$ cat config.mk
export PLATFORM = sky130hd
export DESIGN_NAME = gn2d_fade
export DESIGN_NICKNAME = d
export VERILOG_FILES = /design/src/rtl/core/gn2d_pkg.sv /design/src/rtl/core/gn2d_fade.sv
export SDC_FILE = /design/constraint.sdc
export NUM_CORES = 2
export LEC_CHECK = 0
export ABC_AREA = 0
export BUFFER_PORTS_ARGS = -buffer_cell sky130_fd_sc_hd__buf_2
export CORE_MARGIN = 4
export CORE_UTILIZATION = 65
export CTS_CLUSTER_DIAMETER = 40
export DETAILED_ROUTE_END_ITERATION = 12
export PLACE_DENSITY = 0.82
export SKIP_CTS_REPAIR_TIMING = 1
export SLEW_MARGIN = 25
export SYNTH_ARGS = -nofsm -noshare
export SYNTH_HDL_FRONTEND = slang
export SYNTH_SLANG_ARGS = --single-unit
export TNS_END_PERCENT = 50
$ cat constraint.sdc
create_clock -name clk -period 22.2 [get_ports clk]
set_input_delay 3.33 -clock clk [delete_from_list [all_inputs] [get_ports clk]]
set_output_delay 3.33 -clock clk [all_outputs]
set_load 0.05 [all_outputs]
$ cat src/rtl/core/gn2d_pkg.sv
// Shared types, constants and the permutation table of the 2-D gradient noise unit.
package gn2d_pkg;

    localparam int COORD_W           = 32;
    localparam int NOISE_W           = 17;
    localparam int FRAC_BITS_DEFAULT = 16;
    localparam int PIPE_STAGES       = 6;

    typedef logic signed [COORD_W-1:0] coord_t;
    typedef logic [NOISE_W-1:0]        noise_t;
    typedef logic [1:0]                grad_sel_t;

    // Gradient choice from the low two bits of a corner hash
    localparam grad_sel_t GRAD_POS_X = 2'd0;
    localparam grad_sel_t GRAD_NEG_X = 2'd1;
    localparam grad_sel_t GRAD_POS_Y = 2'd2;
    localparam grad_sel_t GRAD_NEG_Y = 2'd3;

    // Reference permutation of 256 entries; every lookup wraps its index to
    // 8 bits and reads this single list.
    localparam logic [7:0] PERM_BASE [256] = '{
        8'd151, 8'd160, 8'd137, 8'd91,  8'd90,  8'd15,  8'd131, 8'd13,
        8'd201, 8'd95,  8'd96,  8'd53,  8'd194, 8'd233, 8'd7,   8'd225,
        8'd140, 8'd36,  8'd103, 8'd30,  8'd69,  8'd142, 8'd8,   8'd99,
        8'd37,  8'd240, 8'd21,  8'd10,  8'd23,  8'd190, 8'd6,   8'd148,
        8'd247, 8'd120, 8'd234, 8'd75,  8'd0,   8'd26,  8'd197, 8'd62,
        8'd94,  8'd252, 8'd219, 8'd203, 8'd117, 8'd35,  8'd11,  8'd32,
        8'd57,  8'd177, 8'd33,  8'd88,  8'd237, 8'd149, 8'd56,  8'd87,
        8'd174, 8'd20,  8'd125, 8'd136, 8'd171, 8'd168, 8'd68,  8'd175,
        8'd74,  8'd165, 8'd71,  8'd134, 8'd139, 8'd48,  8'd27,  8'd166,
        8'd77,  8'd146, 8'd158, 8'd231, 8'd83,  8'd111, 8'd229, 8'd122,
        8'd60,  8'd211, 8'd133, 8'd230, 8'd220, 8'd105, 8'd92,  8'd41,
        8'd55,  8'd46,  8'd245, 8'd40,  8'd244, 8'd102, 8'd143, 8'd54,
        8'd65,  8'd25,  8'd63,  8'd161, 8'd1,   8'd216, 8'd80,  8'd73,
        8'd209, 8'd76,  8'd132, 8'd187, 8'd208, 8'd89,  8'd18,  8'd169,
        8'd200, 8'd196, 8'd135, 8'd130, 8'd116, 8'd188, 8'd159, 8'd86,
        8'd164, 8'd100, 8'd109, 8'd198, 8'd173, 8'd186, 8'd3,   8'd64,
        8'd52,  8'd217, 8'd226, 8'd250, 8'd124, 8'd123, 8'd5,   8'd202,
        8'd38,  8'd147, 8'd118, 8'd126, 8'd255, 8'd82,  8'd85,  8'd212,
        8'd207, 8'd206, 8'd59,  8'd227, 8'd47,  8'd16,  8'd58,  8'd17,
        8'd182, 8'd189, 8'd28,  8'd42,  8'd223, 8'd183, 8'd170, 8'd213,
        8'd119, 8'd248, 8'd152, 8'd2,   8'd44,  8'd154, 8'd163, 8'd70,
        8'd221, 8'd153, 8'd101, 8'd155, 8'd167, 8'd43,  8'd172, 8'd9,
        8'd129, 8'd22,  8'd39,  8'd253, 8'd19,  8'd98,  8'd108, 8'd110,
        8'd79,  8'd113, 8'd224, 8'd232, 8'd178, 8'd185, 8'd112, 8'd104,
        8'd218, 8'd246, 8'd97,  8'd228, 8'd251, 8'd34,  8'd242, 8'd193,
        8'd238, 8'd210, 8'd144, 8'd12,  8'd191, 8'd179, 8'd162, 8'd241,
        8'd81,  8'd51,  8'd145, 8'd235, 8'd249, 8'd14,  8'd239, 8'd107,
        8'd49,  8'd192, 8'd214, 8'd31,  8'd181, 8'd199, 8'd106, 8'd157,
        8'd184, 8'd84,  8'd204, 8'd176, 8'd115, 8'd121, 8'd50,  8'd45,
        8'd127, 8'd4,   8'd150, 8'd254, 8'd138, 8'd236, 8'd205, 8'd93,
        8'd222, 8'd114, 8'd67,  8'd29,  8'd24,  8'd72,  8'd243, 8'd141,
        8'd128, 8'd195, 8'd78,  8'd66,  8'd215, 8'd61,  8'd156, 8'd180
    };

    function automatic logic [7:0] perm_lookup(input logic [7:0] idx);
        return PERM_BASE[idx];
    endfunction

endpackage

$ cat src/rtl/core/gn2d_fade.sv
// Three-stage pipelined ease curve 6t^5-15t^4+10t^3 in fixed point.
module gn2d_fade #(
    parameter int FRAC_BITS = gn2d_pkg::FRAC_BITS_DEFAULT
) (
    input  logic                 clk,
    input  logic [2:0]           en,
    input  logic [FRAC_BITS-1:0] t,
    output logic [FRAC_BITS:0]   s
);
    import gn2d_pkg::*;

    localparam int LW = FRAC_BITS + 5;
    localparam int PW = 2 * FRAC_BITS + 6;
    localparam logic signed [LW-1:0] FIFTEEN_ONE = LW'(15) << FRAC_BITS;
    localparam logic signed [LW-1:0] TEN_ONE     = LW'(10) << FRAC_BITS;

    logic signed [LW-1:0]          t_lin;
    logic signed [LW-1:0]          lin;
    logic signed [PW-1:0]          prod_q;
    logic signed [LW-1:0]          q_next;
    logic [2*FRAC_BITS-1:0]        sq;
    logic [2*FRAC_BITS-1:0]        cube;
    logic [2*FRAC_BITS+3:0]        prod_s;

    logic signed [LW-1:0]          q1_reg;
    logic signed [LW-1:0]          q2_reg;
    logic [FRAC_BITS-1:0]          t1_reg;
    logic [FRAC_BITS-1:0]          t2_reg;
    logic [FRAC_BITS-1:0]          t3_reg;
    logic [FRAC_BITS:0]            s_reg;

    // q = floor(t*(6t-15)) + 10; the shift of a signed product floors
    assign t_lin  = $signed({5'b0, t});
    assign lin    = (t_lin <<< 2) + (t_lin <<< 1) - FIFTEEN_ONE;
    assign prod_q = PW'($signed({1'b0, t})) * PW'(lin);
    assign q_next = prod_q[FRAC_BITS+LW-1:FRAC_BITS] + TEN_ONE;
    assign sq     = (2*FRAC_BITS)'(t) * (2*FRAC_BITS)'(t);
    assign cube   = (2*FRAC_BITS)'(t2_reg) * (2*FRAC_BITS)'(t1_reg);
    // q stays in 1..10 units, so its low FRAC_BITS+4 bits hold it unsigned
    assign prod_s = (2*FRAC_BITS+4)'(t3_reg) * (2*FRAC_BITS+4)'(q2_reg[FRAC_BITS+3:0]);

    always_ff @(posedge clk)
    begin
        if (en[0])
        begin
            q1_reg <= q_next;
            t1_reg <= t;
            t2_reg <= sq[2*FRAC_BITS-1:FRAC_BITS];
        end
        if (en[1])
        begin
            q2_reg <= q1_reg;
            t3_reg <= cube[2*FRAC_BITS-1:FRAC_BITS];
        end
        if (en[2])
        begin
            s_reg <= prod_s[2*FRAC_BITS:FRAC_BITS];
        end
    end

    assign s = s_reg;

endmodule
Word level (Yosys, flattened, before mapping):

Index checks and enable logic that the tools add are counted.

* $add $sub $neg: 3
* multiply operators: 4

Operators by type and width (number)
* $mul 16x16->32: 2
* $mul 17x21->36: 1
* $mul 16x20->33: 1
* $sub 19x20->21 const B: 1
* $add 20x20->20 const B: 1
* $add 18x17->19: 1

* register bits: 105
* input bits: 20
* output and inout bits: 17
* word-level logic and storage cells: 13

Longest topological paths before layout:

* word-level depth: 4
* mapped depth: 41
* mapped depth without buffers: 39

Least setup slack after synthesis:

No wires, ideal clock.

* path type: input port to flip-flop
* start: input port t[4]
* end: register q1_reg[19], data pin
* library setup time: 0.266 ns
* arrival: 11.930 ns
* required time: 21.934 ns
* slack: 10.004 ns
* cell stages on the path: 40
* path buffers: 2
* path through: inv_1 -> clkbuf_1 -> ha_1 -> inv_1 -> ha_1 -> a31o_2 -> a31oi_2 -> o211ai_2 -> a31oi_2 -> o21bai_1 -> a2111o_1 -> nand2_1 -> xnor2_1 -> clkbuf_1 -> and2_1 -> fa_1 -> inv_1 -> fa_1 -> (+4 left out) -> inv_1 -> fa_1 -> inv_1 -> ha_1 -> a21o_1 -> a31o_2 -> nand3b_1 -> o21ai_0 -> nand2_1 -> a311oi_1 -> o21bai_1 -> xor2_1 -> ha_1 -> xnor2_1 -> xnor2_1 -> xnor2_1 -> xnor2_1 -> xnor2_1

* longest elaborated chain between the ends: 4

RTL lines
* start, declared: RTL line gn2d_fade.sv:7 `input logic [FRAC_BITS-1:0] t,`
* $add 18x17->19: RTL line gn2d_fade.sv:34 `assign lin = (t_lin <<< 2) + (t_lin <<< 1) - FIFTEEN_ONE;`
* $sub 19x20->21: RTL line gn2d_fade.sv:34
* $mul 17x21->36 (*): RTL line gn2d_fade.sv:35 `assign prod_q = PW'($signed({1'b0, t})) * PW'(lin);`
* $add 20x20->20 (*): RTL line gn2d_fade.sv:36 `assign q_next = prod_q[FRAC_BITS+LW-1:FRAC_BITS] + TEN_ONE;`
* via q_next[19]: RTL line gn2d_fade.sv:20 `logic signed [LW-1:0] q_next;`
* end signal, assigned: RTL line gn2d_fade.sv:46 `q1_reg <= q_next;`
* end, declared: RTL line gn2d_fade.sv:25 `logic signed [LW-1:0] q1_reg;`

The timed path passes the listed nets; every way through them passes the cells marked *.
A chain may end at the register's enable or synchronous reset.

Worst setup path in the final report:

Same ends and word-level chain as after synthesis.

==> impl_metrics.sql <==
INSERT INTO impl_metrics (metric_group, metric, value, unit) VALUES
('global_route', 'grt.total_usage', '29.00', '%'),
('timing', 'maxSlewViolCount', '0', ''),
('timing', 'timing.final.crit_share', '60.75', '%'),
('critical_path', 'critical_path.max_stage_delay', '540', 'ps'),
('synthesis', 'synth_fp_nets', '5481', ''),
('critical_path', 'worst-endpoint-required', '22340', 'ps'),
('synthesis', 'synth_compound_area_share', '3.479', '%'),
('synthesis', 'post_synth.cell_area_avg', '9.399', 'sq um'),
('synthesis', 'synth_top_family_by_area', 'adder cells', ''),
('critical_path', 'worstSetupPathType', 'input port to register', ''),
('worst_hold_path', 'timing.hold.worst.class', 'register to register', ''),
('cells_and_area', 'final_net_count', '5413', ''),
('global_route', 'grt_antenna_before_repair', '1', ''),
('timing', 'final_period_minus_worst_setup_slack', '13490', 'ps'),
('cts', 'cts_sinks', '105', ''),
('global_route', 'grt_first_pass_wirelength', '147900', 'um'),
('route', 'length_of_the_first_detailed_routing_pass_in_iterations', '7', ''),
('critical_path', 'worst_setup_path_start_kind', 'input port', ''),
('synthesis', 'synth_mux_area_share', '0.05471', '%'),
('timing', 'finalSetupViolations', '0', ''),
('critical_path', 'worstSetupEndpoint', 'q1_reg[19]$_DFFE_PP_', ''),
('die', 'core_area', '0.05913', 'sq mm'),
('critical_path', 'timing.critical_path.arrival', '13630', 'ps'),
('critical_path', 'critical_path_buf_inv_count', '6', ''),
('placement', 'port_buffers', '36', ''),
('synthesis', 'post_synth_inst_count', '4136', ''),
('die', 'die_w', '252.6', 'um'),
('synthesis', 'synth_area', '0.03888', 'sq mm'),
('synthesis', 'synthDistinctLibCells', '57', ''),
('route', 'wl', '87780', 'um'),
('route', 'remaining_drc_errors', '0', ''),
('route', 'final_antenna_net_count', '0', ''),
('run_status', 'run_status', 'finished, final reports clean', ''),
('cts', 'clock_insertion_delay_at_the_later_pin_of_the_skew_report', '390', 'ps'),
('timing', 'rsz0062_at_grt', 'false', ''),
('global_route', 'first_global_vias', '30040', ''),
('cts', 'clk_pin_slew_worst_paths', '90', 'ps'),
('die', 'boundaryPins', '37', ''),
('synthesis', 'post_synth_adder_cell_area', '59.89', '%'),
('route', 'drt_iter0_drc', '1635', ''),
('critical_path', 'r2r_setup_slk', '14590', 'ps'),
('timing', 'timing.fmax', '0.07415', 'GHz'),
('timing', 'report.final.hold_viol_count', '0', ''),
('cells_and_area', 'fraction_of_layout_cells_with_a_size_suffix_above_1', '2.504', '%'),
('timing', 'clock-skew-final', '19.85', 'ps'),
('cts', 'total_number_of_h_tree_levels', '3', ''),
('synthesis', 'synth-seq-cells', '105', ''),
('synthesis', 'xor_xnor_share_of_the_synthesized_area', '2.636', '%'),
('die', 'fp.dieArea', '0.06379', 'sq mm'),
('global_route', 'grt_max_degree', '53', ''),
('cts', 'cts_tree', 'built', ''),
('synthesis', 'yosys_warnings', '0', ''),
('flow_run', 'maxCapViolCount', '0', ''),
('critical_path', 'worstSetupEndpointType', 'register', ''),
('critical_path', 'worstSetupPathDepth', '39', ''),
('die', 'initial_utilization', '65.75', '%'),
('global_route', 'grt.overflow.total', '0', ''),
('critical_path', 'r2r-start', 't3_reg[2]$_DFFE_PP_', ''),
('synthesis', 'synth_enable_flop_cells', '105', ''),
('timing', 'slew_margin_rel', '28.81', '%'),
('critical_path', 'crit_path_frequent_cell', 'fa_1', ''),
('critical_path', 'slowest_stage', 'fa_1', ''),
('timing', 'worst_slew_pin_slew', '1063', 'ps'),
('route', 'dr_vias_cell', '5.584', ''),
('cts', 'numCtsBuffers', '9', ''),
('synthesis', 'synth.yosys.seq_area_share', '8.110', '%'),
('die', 'die_span_in_y', '252.6', 'um'),
('synthesis', 'async_reset_ff_share', '0', '%'),
('synthesis', 'top_reg_cell_synth', 'edfxtp_1', ''),
('critical_path', 'cp_max_fo', '28', ''),
('timing', 'fin_tns_setup', '0', 'ps'),
('critical_path', 'timing.rr.end', 's[12]$_DFFE_PP_', ''),
('cts', 'master_cell_of_the_clock_root_buffer', 'clkbuf_16', ''),
('placement', 'hpwlAfterDp', '70730', 'um'),
('critical_path', 'critical_path.startpoint', 't[4]', ''),
('cts', 'cts.path.max_buffers', '2', ''),
('route', 'detail_route.wl_per_cell', '18.11', 'um'),
('synthesis', 'synth_simple_gate_area_share', '13.63', '%'),
('cells_and_area', 'syn_to_final_growth', '2.980', '%'),
('route', 'dr_total_vias', '27070', ''),
('critical_path', 'critical_path.top_delay_family', 'adder cells', ''),
('die', 'rows', '89', ''),
('critical_path', 'r2r.worst_path.cells', '22', ''),
('placement', 'finalWeightedCongestion', '0.9063', '');
-- worst reg2reg max path: stages, from the launching register on --
cell       delay, ps
edfxtp_1         880
nand2_1          210
fa_1             560
inv_1             60
fa_1             530
inv_1             50
fa_1             500
inv_1             50
fa_1             520
inv_1             50
fa_1             470
inv_1             50
fa_1             430
ha_1             310
nand4_1          180
a211oi_1         560
o21ai_0          300
a2111oi_2        500
o21ai_0          350
a31oi_1          420
nor3_1           100
o21bai_1         190
xor2_1           200
-- metal layers --
metal  vias to the layer above  track usage, %  wire length, um
li1                      11940               -                -
met1                     13760           37.85            34110
met3                       237           3.581             6502
met2                      1132           50.18            43610
met5                         -               0                0
met4                         0           11.13             3566
-- worst min-delay path by stage --
| stage | from | end | slack (ps) | cells after the start |
|---|---|---|---|---|
| floorplan | q1_reg[0]$_DFFE_PP_ | q2_reg[0]$_DFFE_PP_ | 400 | 0 |
| global placement | q1_reg[17]$_DFFE_PP_ | q2_reg[17]$_DFFE_PP_ | 400 | 0 |
| detailed placement | q1_reg[17]$_DFFE_PP_ | q2_reg[17]$_DFFE_PP_ | 400 | 0 |
| CTS | q1_reg[0]$_DFFE_PP_ | q2_reg[0]$_DFFE_PP_ | 420 | 0 |
| global route | q1_reg[3]$_DFFE_PP_ | q2_reg[3]$_DFFE_PP_ | 430 | 0 |
| finish | q1_reg[0]$_DFFE_PP_ | q2_reg[0]$_DFFE_PP_ | 430 | 0 |
-- logic make-up after synthesis --
family                     after synthesis
and+or+nand+nor                       1117
DFF                                    105
AOI/OAI and AO/OA                      207
xor gates and xnor gates               117
buffers and inverters                 1263
adders and majority gates             1325
muxes                                    2
-- metrics by stage --
stage	cells	instance area, sq um	util, %	worst slack, ps	hold slack [ps]
after global placement	4830	39720	67.17	8673	400.9
after global routing	4846	40030	67.70	8157	431.3
after CTS	4846	40030	67.70	8810	424.4
after detailed placement	4830	39720	67.17	8407	404.5
final	4847	40030	67.71	8714	425.5
after floorplan	4136	38880	-	10000	400.3
-- final cells by class --
type	instances	area, sq um
clock inverter	7	88.84
sequential	105	3153
fill	4496	19100
tap	773	967.2
antenna	1	2.502
inverter	1122	4212
multi-input combinational	2768	31010
timing repair buffer	62	375.4
clock buffer	9	225.2
-- synth_stat cells, drive strengths merged (39+ instances only) --
master  instances  share of area [%]
inv          1116                 11
xnor2          72                1.6
ha            432                 14
a21oi          64               0.82
clkbuf        139                1.3
fa            893                 46
o21ai          39               0.50
nand2         574                5.5
nor2           89               0.86
and2          357                5.7
xor2           45                1.0
edfxtp        105                8.1
-- layout by cell type, fill, tap and decap left out, drive strengths merged, types with 2 or more instances in the layout --
cell / Yosys / routed
o211ai: 4 / 4
nand3b: 3 / 3
a31oi: 15 / 15
and2: 357 / 357
nand2b: 10 / 10
a311oi: 2 / 2
clkbuf: 139 / 9
nor3: 23 / 23
fa: 893 / 893
a2bb2oi: 2 / 2
o21a: 5 / 5
inv: 1116 / 1120
nand4: 6 / 6
ha: 432 / 432
a211oi: 10 / 10
a41oi: 2 / 2
a31o: 5 / 5
a21oi: 64 / 64
and3: 7 / 7
nand2: 574 / 574
o21ai: 39 / 39
or3: 4 / 4
a2111o: 2 / 2
or2: 7 / 7
xnor2: 72 / 72
buf: 2 / 62
nor2: 89 / 89
a2111oi: 5 / 5
nor2b: 9 / 9
o21bai: 8 / 8
nand3: 22 / 22
a21o: 32 / 32
xor2: 45 / 45
o31ai: 2 / 2
clkinv: 6 / 9
and4: 4 / 4
edfxtp: 105 / 105
Power is left out: the tool's default activity adds up to more than one toggle a clock period on the data nets, which glitch-free logic cannot reach.
